### config.mk
export PLATFORM = sky130hd
export DESIGN_NAME = wiper_sweep_shaper_top
export DESIGN_NICKNAME = d
export VERILOG_FILES = /design/src/rtl/core/wss_pkg.sv /design/src/rtl/core/wss_mul.sv /design/src/rtl/core/wss_div.sv /design/src/rtl/core/wss_core.sv /design/src/rtl/core/wiper_sweep_shaper_top.sv
export SDC_FILE = /design/constraint.sdc
export NUM_CORES = 2
export LEC_CHECK = 0
export BUFFER_PORTS_ARGS = -buffer_cell sky130_fd_sc_hd__clkbuf_2
export CORE_MARGIN = 1.5
export CORE_UTILIZATION = 45
export CTS_CLUSTER_DIAMETER = 30
export DETAILED_ROUTE_END_ITERATION = 16
export GPL_TIMING_DRIVEN = 0
export PLACE_DENSITY = 0.72
export SLEW_MARGIN = 15
export SYNTH_ARGS = -nofsm -noshare
export SYNTH_HDL_FRONTEND = slang
export SYNTH_HIERARCHICAL = 1
export SYNTH_SLANG_ARGS = --single-unit
export TNS_END_PERCENT = 20
### constraint.sdc
create_clock -name clock -period 22.9 [get_ports clock]
set_input_delay 3.435 -clock clock [delete_from_list [all_inputs] [get_ports clock]]
set_output_delay 3.435 -clock clock [all_outputs]
set_load 0.02 [all_outputs]
### src/rtl/core/wss_pkg.sv
`timescale 1ns / 1ps
package wss_pkg;

   // Fraction width of the breakpoint and level registers.
   localparam int FRAC_BITS = 16;

   localparam int XW    = 26;   // x_max * 1000 in thousandths
   localparam int POSW  = 28;   // signed position and segment values
   localparam int MOVEW = 30;   // speed * delta_t
   localparam int SUMW  = 32;   // position before the end stops
   localparam int MULW  = 28;   // signed operands of the shared multiplier
   localparam int PRODW = 2 * MULW;
   localparam int DIVNW = 52;   // dividend magnitude
   localparam int DIVDW = 26;   // divisor
   localparam int DIVQW = 26;   // quotient bits, one per cycle
   localparam int OUTW  = 17;

   // Division by 1000 as a multiplication by ceil(2^36 / 1000); exact below 2^26.
   localparam int REC_SHIFT = 36;
   localparam logic [MULW-1:0] REC_MUL = 28'd68719477;
   localparam logic [9:0] MILLI = 10'd1000;

   typedef enum logic [1:0] {
      REQ_TICK = 2'd0,
      REQ_INC  = 2'd1,
      REQ_DEC  = 2'd2,
      REQ_NONE = 2'd3
   } req_kind_type;

   localparam logic [2:0] CSR_X_MAX      = 3'd0;
   localparam logic [2:0] CSR_BP_X1      = 3'd1;
   localparam logic [2:0] CSR_BP_Y1      = 3'd2;
   localparam logic [2:0] CSR_BP_X2      = 3'd3;
   localparam logic [2:0] CSR_BP_Y2      = 3'd4;
   localparam logic [2:0] CSR_SPEED_STEP = 3'd5;
   localparam logic [2:0] CSR_SPEED_MAX  = 3'd6;

   typedef struct packed {
      logic [15:0] x_max;
      logic [15:0] bp_x1;
      logic [15:0] bp_y1;
      logic [15:0] bp_x2;
      logic [15:0] bp_y2;
      logic [19:0] speed_step;
      logic [19:0] speed_max;
   } cfg_type;

   localparam cfg_type CFG_RST = '{
      x_max:      16'd10000,
      bp_x1:      16'd6554,
      bp_y1:      16'd1638,
      bp_x2:      16'd45875,
      bp_y2:      16'd63898,
      speed_step: 20'd1000,
      speed_max:  20'd50000
   };

   localparam logic signed [POSW-1:0] POS_RST  = 28'sd10000000;
   localparam logic signed [OUTW-1:0] LAST_RST = 17'sd10000;

   typedef struct packed {
      logic signed [OUTW-1:0] pos;
      logic                   flag;
   } res_type;

   typedef struct packed {
      logic signed [MULW-1:0] a;
      logic signed [MULW-1:0] b;
   } mul_req_type;

   typedef struct packed {
      logic             start;
      logic [DIVNW-1:0] dividend;
      logic [DIVDW-1:0] divisor;
   } div_req_type;

   typedef struct packed {
      logic             done;
      logic [DIVQW-1:0] quot;
   } div_rsp_type;

endpackage

### src/rtl/core/wss_mul.sv
`timescale 1ns / 1ps
module wss_mul (
   input  logic                               clock,
   input  wss_pkg::mul_req_type               mul_req,
   output logic signed [wss_pkg::PRODW-1:0]   prod
);
   import wss_pkg::*;

   logic signed [MULW-1:0]  a_s;
   logic signed [MULW-1:0]  b_s;
   logic signed [PRODW-1:0] prod_in;
   logic signed [PRODW-1:0] prod_ff;

   assign a_s     = mul_req.a;
   assign b_s     = mul_req.b;
   assign prod_in = a_s * b_s;

   always_ff @(posedge clock) begin
      prod_ff <= prod_in;
   end

   assign prod = prod_ff;

endmodule

### src/rtl/core/wss_div.sv
`timescale 1ns / 1ps
module wss_div (
   input  logic                  clock,
   input  logic                  reset,
   input  wss_pkg::div_req_type  div_req,
   output wss_pkg::div_rsp_type  div_rsp
);
   import wss_pkg::*;

   localparam int CNTW = $clog2(DIVQW + 1);

   typedef enum logic {DIV_IDLE, DIV_RUN} div_state_type;

   div_state_type     state_ff;
   logic [DIVDW-1:0]  rem_ff;
   logic [DIVQW-1:0]  num_ff;
   logic [DIVDW-1:0]  den_ff;
   logic [CNTW-1:0]   cnt_ff;
   logic              done_ff;

   logic [DIVDW:0]    trial;
   logic              ge;
   logic [DIVDW:0]    diff;
   logic [DIVDW-1:0]  rem_in;
   logic [DIVQW-1:0]  num_in;

   // Restoring division: the partial remainder stays below the divisor,
   // so one trial subtract per cycle yields one quotient bit.
   assign trial  = {rem_ff, num_ff[DIVQW-1]};
   assign ge     = trial >= {1'b0, den_ff};
   assign diff   = trial - {1'b0, den_ff};
   assign rem_in = ge ? diff[DIVDW-1:0] : trial[DIVDW-1:0];
   assign num_in = {num_ff[DIVQW-2:0], ge};

   always_ff @(posedge clock) begin
      if (reset) begin
         state_ff <= DIV_IDLE;
         cnt_ff   <= '0;
         done_ff  <= 1'b0;
      end else begin
         case (state_ff)
            DIV_IDLE: begin
               done_ff <= 1'b0;
               if (div_req.start) begin
                  rem_ff   <= div_req.dividend[DIVNW-1:DIVQW];
                  num_ff   <= div_req.dividend[DIVQW-1:0];
                  den_ff   <= div_req.divisor;
                  cnt_ff   <= CNTW'(DIVQW);
                  state_ff <= DIV_RUN;
               end
            end
            DIV_RUN: begin
               rem_ff  <= rem_in;
               num_ff  <= num_in;
               cnt_ff  <= cnt_ff - CNTW'(1);
               done_ff <= (cnt_ff == CNTW'(1));
               if (cnt_ff == CNTW'(1)) begin
                  state_ff <= DIV_IDLE;
               end
            end
            default: begin
               done_ff  <= 1'b0;
               state_ff <= DIV_IDLE;
            end
         endcase
      end
   end

   assign div_rsp.done = done_ff;
   assign div_rsp.quot = num_ff;

endmodule

### src/rtl/core/wss_core.sv
`timescale 1ns / 1ps
module wss_core (
   input  logic              clock,
   input  logic              reset,
   input  wss_pkg::cfg_type  cfg,
   input  logic              in_valid,
   output logic              in_ready,
   input  logic [1:0]        in_type,
   input  logic [9:0]        in_dt,
   output logic              res_valid,
   input  logic              res_ready,
   output wss_pkg::res_type  res
);
   import wss_pkg::*;

   typedef enum logic [3:0] {
      S_IDLE, S_MOVE, S_XMUL, S_POS, S_CLAMP, S_B1, S_L1, S_B2, S_L2,
      S_SEL, S_SEGMUL, S_DIVS, S_DIVW, S_REC, S_DEC, S_OUT
   } core_state_type;

   core_state_type           state_ff;
   logic [19:0]              speed_ff;
   logic signed [POSW-1:0]   pos_ff;
   logic                     up_ff;
   logic                     prev_ff;
   logic signed [OUTW-1:0]   last_ff;
   logic                     flag_ff;
   logic [9:0]               dt_ff;
   logic [MOVEW-1:0]         move_ff;
   logic [XW-1:0]            x_ff;
   logic signed [SUMW-1:0]   sum_ff;
   logic [XW-1:0]            b1_ff;
   logic [XW-1:0]            l1_ff;
   logic [XW-1:0]            b2_ff;
   logic [XW-1:0]            l2_ff;
   logic signed [POSW-1:0]   off_ff;
   logic signed [POSW-1:0]   rise_ff;
   logic signed [POSW-1:0]   run_ff;
   logic signed [POSW-1:0]   base_ff;
   logic                     skip_ff;
   logic                     neg_ff;
   logic signed [POSW-1:0]   y_ff;

   mul_req_type              mul_req;
   logic signed [PRODW-1:0]  mul_prod;
   div_req_type              div_req;
   div_rsp_type              div_rsp;

   logic [20:0]              inc_sum;
   logic [19:0]              speed_inc;
   logic [19:0]              speed_dec;
   logic signed [SUMW-1:0]   pos_ext;
   logic signed [SUMW-1:0]   move_ext;
   logic signed [SUMW-1:0]   x_ext;
   logic signed [SUMW-1:0]   sum_in;
   logic signed [POSW-1:0]   x_pos;
   logic signed [POSW-1:0]   pos_cl_in;
   logic                     up_in;
   logic [17:0]              x_tri;
   logic                     fast;
   logic [XW-1:0]            frac_in;
   logic signed [POSW-1:0]   b1_s;
   logic signed [POSW-1:0]   b2_s;
   logic signed [POSW-1:0]   l1_s;
   logic signed [POSW-1:0]   l2_s;
   logic signed [POSW-1:0]   off_in;
   logic signed [POSW-1:0]   rise_in;
   logic signed [POSW-1:0]   run_in;
   logic signed [POSW-1:0]   base_in;
   logic [PRODW-1:0]         prod_abs;
   logic signed [POSW-1:0]   q_ext;
   logic signed [POSW-1:0]   y_in;
   logic signed [POSW-1:0]   y_abs;
   logic [15:0]              q_dec;
   logic signed [OUTW-1:0]   q_out;
   logic signed [OUTW-1:0]   last_in;

   // A breakpoint taken as a fraction of the full range, held at the range.
   function automatic logic [XW-1:0] frac_cap(input logic signed [PRODW-1:0] p,
                                              input logic [XW-1:0] x);
      logic [PRODW-1:0] pu;
      logic [PRODW-1:0] sh;
      pu = p;
      sh = pu >> FRAC_BITS;
      if (sh > PRODW'(x)) begin
         return x;
      end
      return sh[XW-1:0];
   endfunction

   wss_mul u_mul (
      .clock   (clock),
      .mul_req (mul_req),
      .prod    (mul_prod)
   );

   wss_div u_div (
      .clock   (clock),
      .reset   (reset),
      .div_req (div_req),
      .div_rsp (div_rsp)
   );

   // Speed events.
   assign inc_sum   = {1'b0, speed_ff} + {1'b0, cfg.speed_step};
   assign speed_inc = (inc_sum > {1'b0, cfg.speed_max}) ? cfg.speed_max : inc_sum[19:0];
   assign speed_dec = (cfg.speed_step >= speed_ff) ? 20'd0 : speed_ff - cfg.speed_step;

   // Position update and end stops.
   assign pos_ext  = pos_ff;
   assign move_ext = {{(SUMW-MOVEW){1'b0}}, move_ff};
   assign sum_in   = up_ff ? pos_ext + move_ext : pos_ext - move_ext;
   assign x_ext    = {{(SUMW-XW){1'b0}}, x_ff};
   assign x_pos    = {{(POSW-XW){1'b0}}, x_ff};

   always_comb begin
      pos_cl_in = sum_ff[POSW-1:0];
      up_in     = up_ff;
      if (sum_ff > x_ext) begin
         pos_cl_in = x_pos;
         up_in     = 1'b0;
      end else if (sum_ff < -x_ext) begin
         pos_cl_in = -x_pos;
         up_in     = 1'b1;
      end
   end

   assign x_tri = {2'b00, cfg.x_max} + {1'b0, cfg.x_max, 1'b0};
   assign fast  = {speed_ff, 1'b0} >= {3'b000, x_tri};

   assign frac_in = frac_cap(mul_prod, x_ff);

   // Segment selection of the odd-symmetric curve.
   assign b1_s = {{(POSW-XW){1'b0}}, b1_ff};
   assign b2_s = {{(POSW-XW){1'b0}}, b2_ff};
   assign l1_s = {{(POSW-XW){1'b0}}, l1_ff};
   assign l2_s = {{(POSW-XW){1'b0}}, l2_ff};

   always_comb begin
      if (pos_ff > b2_s) begin
         off_in  = pos_ff - b2_s;
         rise_in = x_pos - l2_s;
         run_in  = x_pos - b2_s;
         base_in = l2_s;
      end else if (pos_ff > b1_s) begin
         off_in  = pos_ff - b1_s;
         rise_in = l2_s - l1_s;
         run_in  = b2_s - b1_s;
         base_in = l1_s;
      end else if (pos_ff > -b1_s) begin
         off_in  = pos_ff;
         rise_in = l1_s;
         run_in  = b1_s;
         base_in = '0;
      end else if (pos_ff > -b2_s) begin
         off_in  = pos_ff + b1_s;
         rise_in = l2_s - l1_s;
         run_in  = b2_s - b1_s;
         base_in = -l1_s;
      end else begin
         off_in  = pos_ff + b2_s;
         rise_in = x_pos - l2_s;
         run_in  = x_pos - b2_s;
         base_in = -l2_s;
      end
   end

   assign prod_abs = mul_prod[PRODW-1] ? PRODW'(-mul_prod) : PRODW'(mul_prod);
   assign q_ext    = {{(POSW-DIVQW){1'b0}}, div_rsp.quot};
   assign y_in     = base_ff + (neg_ff ? -q_ext : q_ext);
   assign y_abs    = y_ff[POSW-1] ? -y_ff : y_ff;
   assign q_dec    = mul_prod[REC_SHIFT +: 16];
   assign q_out    = {1'b0, q_dec};
   assign last_in  = y_ff[POSW-1] ? -q_out : q_out;

   always_comb begin
      mul_req.a = '0;
      mul_req.b = '0;
      case (state_ff)
         S_MOVE: begin
            mul_req.a = MULW'(speed_ff);
            mul_req.b = MULW'(dt_ff);
         end
         S_XMUL: begin
            mul_req.a = MULW'(cfg.x_max);
            mul_req.b = MULW'(MILLI);
         end
         S_CLAMP: begin
            mul_req.a = MULW'(cfg.bp_x1);
            mul_req.b = MULW'(x_ff);
         end
         S_B1: begin
            mul_req.a = MULW'(cfg.bp_y1);
            mul_req.b = MULW'(x_ff);
         end
         S_L1: begin
            mul_req.a = MULW'(cfg.bp_x2);
            mul_req.b = MULW'(x_ff);
         end
         S_B2: begin
            mul_req.a = MULW'(cfg.bp_y2);
            mul_req.b = MULW'(x_ff);
         end
         S_SEGMUL: begin
            mul_req.a = rise_ff;
            mul_req.b = off_ff;
         end
         S_REC: begin
            mul_req.a = y_abs;
            mul_req.b = REC_MUL;
         end
         default: begin
            mul_req.a = '0;
            mul_req.b = '0;
         end
      endcase
   end

   assign div_req.start    = (state_ff == S_DIVS) && !skip_ff;
   assign div_req.dividend = prod_abs[DIVNW-1:0];
   assign div_req.divisor  = run_ff[DIVDW-1:0];

   always_ff @(posedge clock) begin
      if (reset) begin
         state_ff <= S_IDLE;
         speed_ff <= '0;
         pos_ff   <= POS_RST;
         up_ff    <= 1'b0;
         prev_ff  <= 1'b0;
         last_ff  <= LAST_RST;
         flag_ff  <= 1'b0;
      end else begin
         case (state_ff)
            S_IDLE: begin
               if (in_valid) begin
                  dt_ff   <= in_dt;
                  flag_ff <= 1'b0;
                  case (in_type)
                     REQ_TICK: state_ff <= S_MOVE;
                     REQ_INC: begin
                        speed_ff <= speed_inc;
                        state_ff <= S_OUT;
                     end
                     REQ_DEC: begin
                        speed_ff <= speed_dec;
                        state_ff <= S_OUT;
                     end
                     default: state_ff <= S_OUT;
                  endcase
               end
            end
            S_MOVE:  state_ff <= S_XMUL;
            S_XMUL: begin
               move_ff  <= mul_prod[MOVEW-1:0];
               state_ff <= S_POS;
            end
            S_POS: begin
               x_ff     <= mul_prod[XW-1:0];
               sum_ff   <= sum_in;
               state_ff <= S_CLAMP;
            end
            S_CLAMP: begin
               pos_ff   <= pos_cl_in;
               up_ff    <= up_in;
               prev_ff  <= up_in;
               flag_ff  <= (up_in != prev_ff) && fast;
               state_ff <= S_B1;
            end
            S_B1: begin
               b1_ff    <= frac_in;
               state_ff <= S_L1;
            end
            S_L1: begin
               l1_ff    <= frac_in;
               state_ff <= S_B2;
            end
            S_B2: begin
               b2_ff    <= frac_in;
               state_ff <= S_L2;
            end
            S_L2: begin
               l2_ff    <= frac_in;
               state_ff <= S_SEL;
            end
            S_SEL: begin
               off_ff   <= off_in;
               rise_ff  <= rise_in;
               run_ff   <= run_in;
               base_ff  <= base_in;
               // An empty or reversed segment gives its base level.
               skip_ff  <= run_in[POSW-1] || (run_in == '0);
               state_ff <= S_SEGMUL;
            end
            S_SEGMUL: state_ff <= S_DIVS;
            S_DIVS: begin
               neg_ff <= mul_prod[PRODW-1];
               if (skip_ff) begin
                  y_ff     <= base_ff;
                  state_ff <= S_REC;
               end else begin
                  state_ff <= S_DIVW;
               end
            end
            S_DIVW: begin
               if (div_rsp.done) begin
                  y_ff     <= y_in;
                  state_ff <= S_REC;
               end
            end
            S_REC:   state_ff <= S_DEC;
            S_DEC: begin
               last_ff  <= last_in;
               state_ff <= S_OUT;
            end
            S_OUT: begin
               if (res_ready) begin
                  state_ff <= S_IDLE;
               end
            end
            default: state_ff <= S_IDLE;
         endcase
      end
   end

   assign in_ready  = (state_ff == S_IDLE);
   assign res_valid = (state_ff == S_OUT);
   assign res.pos   = last_ff;
   assign res.flag  = flag_ff;

endmodule

### src/rtl/core/wiper_sweep_shaper_top.sv
`timescale 1ns / 1ps
// Wiper sweep generator with a piecewise-linear output shaper.
// The req_ channel takes one word per event: a tick with its elapsed
// milliseconds, or a speed increase or decrease. Every accepted word gives
// exactly one word on the rsp_ channel with the shaped position and the
// sound flag; speed events repeat the last shaped position with the flag low.
// A tick runs these steps in order before its word is valid on rsp_: six
// passes through the shared 28 x 28 multiplier for the move, the range and
// the four breakpoints, one for the segment product, the bit-serial divider
// for the segment slope, then one more multiply that scales thousandths to
// units. A tick on an empty or reversed segment skips the divider. req_tready
// is high only while the sequencer is idle, in the cycle after its result
// leaves, so no new word is taken while one is in progress.
// The rsp_ side has its own output register: the next item is accepted while
// a result waits, and the sequencer holds its finished result while the
// receiver stalls. The csr_ port writes one register per cycle and must be
// used only while the block is idle; the block itself does not enforce this.
// Synchronous reset restores the registers to their defaults, the position
// to the upper end and speed to 0.
module wiper_sweep_shaper_top (
   input  logic        clock,
   input  logic        reset,
   input  logic        req_tvalid,
   output logic        req_tready,
   input  logic [1:0]  req_tuser,   // [1:0] req_type
   input  logic [15:0] req_tdata,   // [9:0] delta_t, [15:10] zero
   output logic        rsp_tvalid,
   input  logic        rsp_tready,
   output logic        rsp_tuser,   // [0] sound_flag
   output logic [23:0] rsp_tdata,   // [16:0] shaped_position, [23:17] zero
   input  logic        csr_we,
   input  logic [2:0]  csr_addr,
   input  logic [19:0] csr_wdata
);
   import wss_pkg::*;

   cfg_type                 cfg_ff;
   logic                    rsp_valid_ff;
   logic signed [OUTW-1:0]  rsp_pos_ff;
   logic                    rsp_flag_ff;

   logic                    res_valid;
   logic                    res_ready;
   res_type                 res;

   always_ff @(posedge clock) begin
      if (reset) begin
         cfg_ff <= CFG_RST;
      end else if (csr_we) begin
         case (csr_addr)
            CSR_X_MAX:      cfg_ff.x_max      <= csr_wdata[15:0];
            CSR_BP_X1:      cfg_ff.bp_x1      <= csr_wdata[15:0];
            CSR_BP_Y1:      cfg_ff.bp_y1      <= csr_wdata[15:0];
            CSR_BP_X2:      cfg_ff.bp_x2      <= csr_wdata[15:0];
            CSR_BP_Y2:      cfg_ff.bp_y2      <= csr_wdata[15:0];
            CSR_SPEED_STEP: cfg_ff.speed_step <= csr_wdata;
            CSR_SPEED_MAX:  cfg_ff.speed_max  <= csr_wdata;
            default: ;
         endcase
      end
   end

   wss_core u_core (
      .clock     (clock),
      .reset     (reset),
      .cfg       (cfg_ff),
      .in_valid  (req_tvalid),
      .in_ready  (req_tready),
      .in_type   (req_tuser),
      .in_dt     (req_tdata[9:0]),
      .res_valid (res_valid),
      .res_ready (res_ready),
      .res       (res)
   );

   assign res_ready = !rsp_valid_ff || rsp_tready;

   always_ff @(posedge clock) begin
      if (reset) begin
         rsp_valid_ff <= 1'b0;
      end else if (res_valid && res_ready) begin
         rsp_valid_ff <= 1'b1;
      end else if (rsp_tready) begin
         rsp_valid_ff <= 1'b0;
      end
   end

   always_ff @(posedge clock) begin
      if (res_valid && res_ready) begin
         rsp_pos_ff  <= res.pos;
         rsp_flag_ff <= res.flag;
      end
   end

   assign rsp_tvalid = rsp_valid_ff;
   assign rsp_tuser  = rsp_flag_ff;
   assign rsp_tdata  = {7'b0, rsp_pos_ff};

   // Once a word is taken, the sequencer is busy in the following cycle.
   assert property (@(posedge clock) disable iff (reset)
      req_tvalid && req_tready |=> !req_tready)
      else $error("input taken again right after acceptance");

   // A result handed over from the sequencer must show up on the output.
   assert property (@(posedge clock) disable iff (reset)
      res_valid && res_ready |=> rsp_tvalid)
      else $error("result lost between sequencer and output register");

   // The sequencer never finishes while a stalled result still occupies the output.
   assert property (@(posedge clock) disable iff (reset)
      rsp_tvalid && !rsp_tready && res_valid |=> res_valid)
      else $error("sequencer dropped a result during an output stall");

endmodule

==> flow_summary.ini <==
[status]
outcome = finished, final reports clean

[power_and_ir_drop]
sw_frac_of_total = 0.515
vdd_drop_max_mv = 0.106
p_leak_nw = 40.7
pwr-share-comb = 0.600
p_int_mw = 4.89
p_seq_frac = 0.185
power_switching_mw = 5.19
power_density_nw_per_um2 = 112
pwr-share-clk = 0.215

[setup_path]
crit_type = register to register
cp.arrival_ns = 13.80
crit_path_max_fanout = 11
timing.rr.end = u_core/u_mul/prod[47]
reg2reg_from = u_core/state_ff[3]
path_depth = 32
startpoint = u_core/state_ff[3]
worstPathRequired_ns = 23.52
cp-endpoint = u_core/u_mul/prod[47]
ff2ff_setup_slack_ns = 9.72
reg2regPathDepth = 32
crit_top_cell = fa_1
startpoint_type = register
cpMaxStageDelayCell = clkbuf_1
critPathTopFamily = adder cells
cp.buffers_inverters = 9
critPathCaptureType = register
cpPeakStageDelay_ns = 0.93

[cts]
cts_buffers = 150
cts_tree = built
cts_hold_buffers = 0
cts_setup_buffers = 0
clkTransAtPathRegs_ns = 0.05
cts_buffer_depth = 3
clk_latency_ns = 0.79
htreeDepth = 4
cts_resized = 0
cts_root_buffer = clkbuf_16
cts_sinks = 692

[timing]
rsz0062_at_grt = no
tns_ns = 0
slew_violations = 0
post-route-min-period_ns = 13.18
finalSetupViolCount = 0
slew_headroom = 0.103
finalHoldViolations = 0
max_freq_mhz = 75.9
fin_skew_ns = 0.0493
period_share = 0.576
worst_pin_slew_ns = 1.33

[detailed_routing]
ant_nets = 0
wl_per_cell_um = 28.7
drt_wl_total_mm = 333
vias = 70734
avgViaCountPerCell = 6.09
first_iter_violations = 8658
drc = 0
first_pass_iters = 8

[floorplan]
die_x_um = 427
die-area_sq_um = 182000
fp.coreArea_sq_um = 179000
die_y_um = 427
start_util = 0.453
core.rowCount = 155
ioPinCount = 73

[min_path]
hp-class = register to register
hold_path_depth = 0

[synthesis]
async_flop_share = 0
synth.mux.area_fraction = 0.0323
ys_types = 110
synthFlopType = edfxtp_1
synth_compound_area_frac = 0.135
synthSimpleGateAreaFrac = 0.158
synth_top_family_by_area = adder cells
syn_area_sq_um = 81000
synth_top_area_cell = fa_1
seq_area_frac_synth = 0.225
synth_top_cell_area_share = 0.207
synth_adder_area_share = 0.315
synth_xor_xnor_area_share = 0.0608
synth_seq_cells = 692
synth.area.top_cells = fa_1 21%, edfxtp_1 16%, ha_1 11%, dfxtp_1 6.3%, inv_1 5.4%
yosysWarningCount = 6
synth-edff-count = 437
synth_area_per_cell_sq_um = 9.16
syn_inst = 8841

[placed_design]
routabilityCongestion = 1.06
dpl.hpwl_mm = 270
place_area_sq_um = 84700
port_buffers = 56

[global_routing]
grt_usage = 0.362
grt_overflow = 0
grt_max_degree = 29
grt_pass1_wl_mm = 474
grt_pass1_vias = 68949
antenna_found_initial = 38

[finish]
nets = 10685
layout_commonest_cell = inv_1
design_area_sq_um = 89900
drive_gt1_frac = 0.0644
final_cell_mix = 1160 x inv_1, 836 x fa_1, 813 x nand2_1
area_growth_pct = 11.1

[flow_run]
maxCapViolations = 0
power groups by stage:
stage / combinational (mW) / sequential, mW / clock, mW
global placement: 5.71 / 1.88 / 0
CTS: 5.85 / 1.84 / 2.19
floorplan: 3.57 / 1.70 / 0
finish: 6.06 / 1.86 / 2.17
detailed placement: 5.80 / 1.86 / 0
global route: 6.43 / 1.85 / 2.25
logic make-up after synthesis:
group,count (synthesis)
adder cells (fa/ha/maj),1534
XOR/XNOR,562
multiplexers,252
AO/OA/AOI/OAI,1662
other,1
buffers and inverters,1557
AND/OR/NAND/NOR,2581
flip-flops,692
flip-flops by register name, summed over array words and instances, names as in the netlist, 27 cells and up:
register and count:
u_core/rise_ff 27, u_core/u_mul/prod 56, u_core/pos_ff 28, u_core/y_ff 28, u_core/sum_ff 32, u_core/off_ff 28
cfg_ff 120, u_core/base_ff 28, u_core/move_ff 30
cell usage after synthesis (23+ instances only):
master and count:
o21ai_0 337, o211ai_1 40, fa_1 836, nand2b_1 176, a31oi_1 52, inv_1 1160, a22oi_1 69, a21o_1 146
nor2_1 497, o31ai_1 63, xnor2_1 378, nand3_1 110, nand4_1 80, dfxtp_1 255, or4_1 26, a21oi_1 446
or3_1 39, clkbuf_1 339, mux2_2 75, nor4_1 52, o21bai_1 47, nor2b_1 82, a221oi_1 57, o21a_1 58
or2_2 29, nand2_1 813, and2_1 426, xor2_1 184, buf_1 23, mux2i_1 177, o22ai_1 27, edfxtp_1 437
ha_1 698, a211o_1 23, a211oi_1 62, nor3_1 150, and3_1 37
worst min path at each step:
stage	start	end
2_1_floorplan	u_core/run_ff[0]	u_core/u_div/den_ff[0]
3_3_place_gp	u_core/run_ff[23]	u_core/u_div/den_ff[23]
3_5_place_dp	u_core/run_ff[15]	u_core/u_div/den_ff[15]
4_1_cts	u_core/run_ff[5]	u_core/u_div/den_ff[5]
5_1_grt	u_core/run_ff[7]	u_core/u_div/den_ff[7]
6_report	u_core/run_ff[5]	u_core/u_div/den_ff[5]
final cells by class:
class	instances	area (sq um)
inverters	1160	4350
fillers	16719	88700
repair buffers	106	702
flip-flops and latches	692	18200
diodes	20	50.0
clock inverters	86	966
well taps	2355	2950
multi-input cells	6598	56900
plain buffers	397	1620
clock buffers	193	4130
layer usage:
| metal | vias to the layer above | part of all wire | track usage |
|---|---|---|---|
| met3 | 909 | 0.11 | 0.0905 |
| met5 | - | 0.00033 | 0 |
| li1 | 30505 | - | - |
| met2 | 4207 | 0.42 | 0.530 |
| met1 | 35099 | 0.40 | 0.487 |
| met4 | 14 | 0.065 | 0.206 |
metrics by stage:
stage               instances  total power, mW  hold slack [ns]  setup WS, ns  utilization
CTS                     11586             9.88            0.418         10.07        0.503
global route            11591             10.5            0.425          9.44        0.503
detailed placement      11307             7.66            0.408         10.18        0.474
finish                  11607             10.1            0.415          9.72        0.503
floorplan                8847             5.27            0.400         10.87            -
global placement        11258             7.59            0.406          6.84        0.471
No activity file was read; power rests on OpenSTA's default activity.
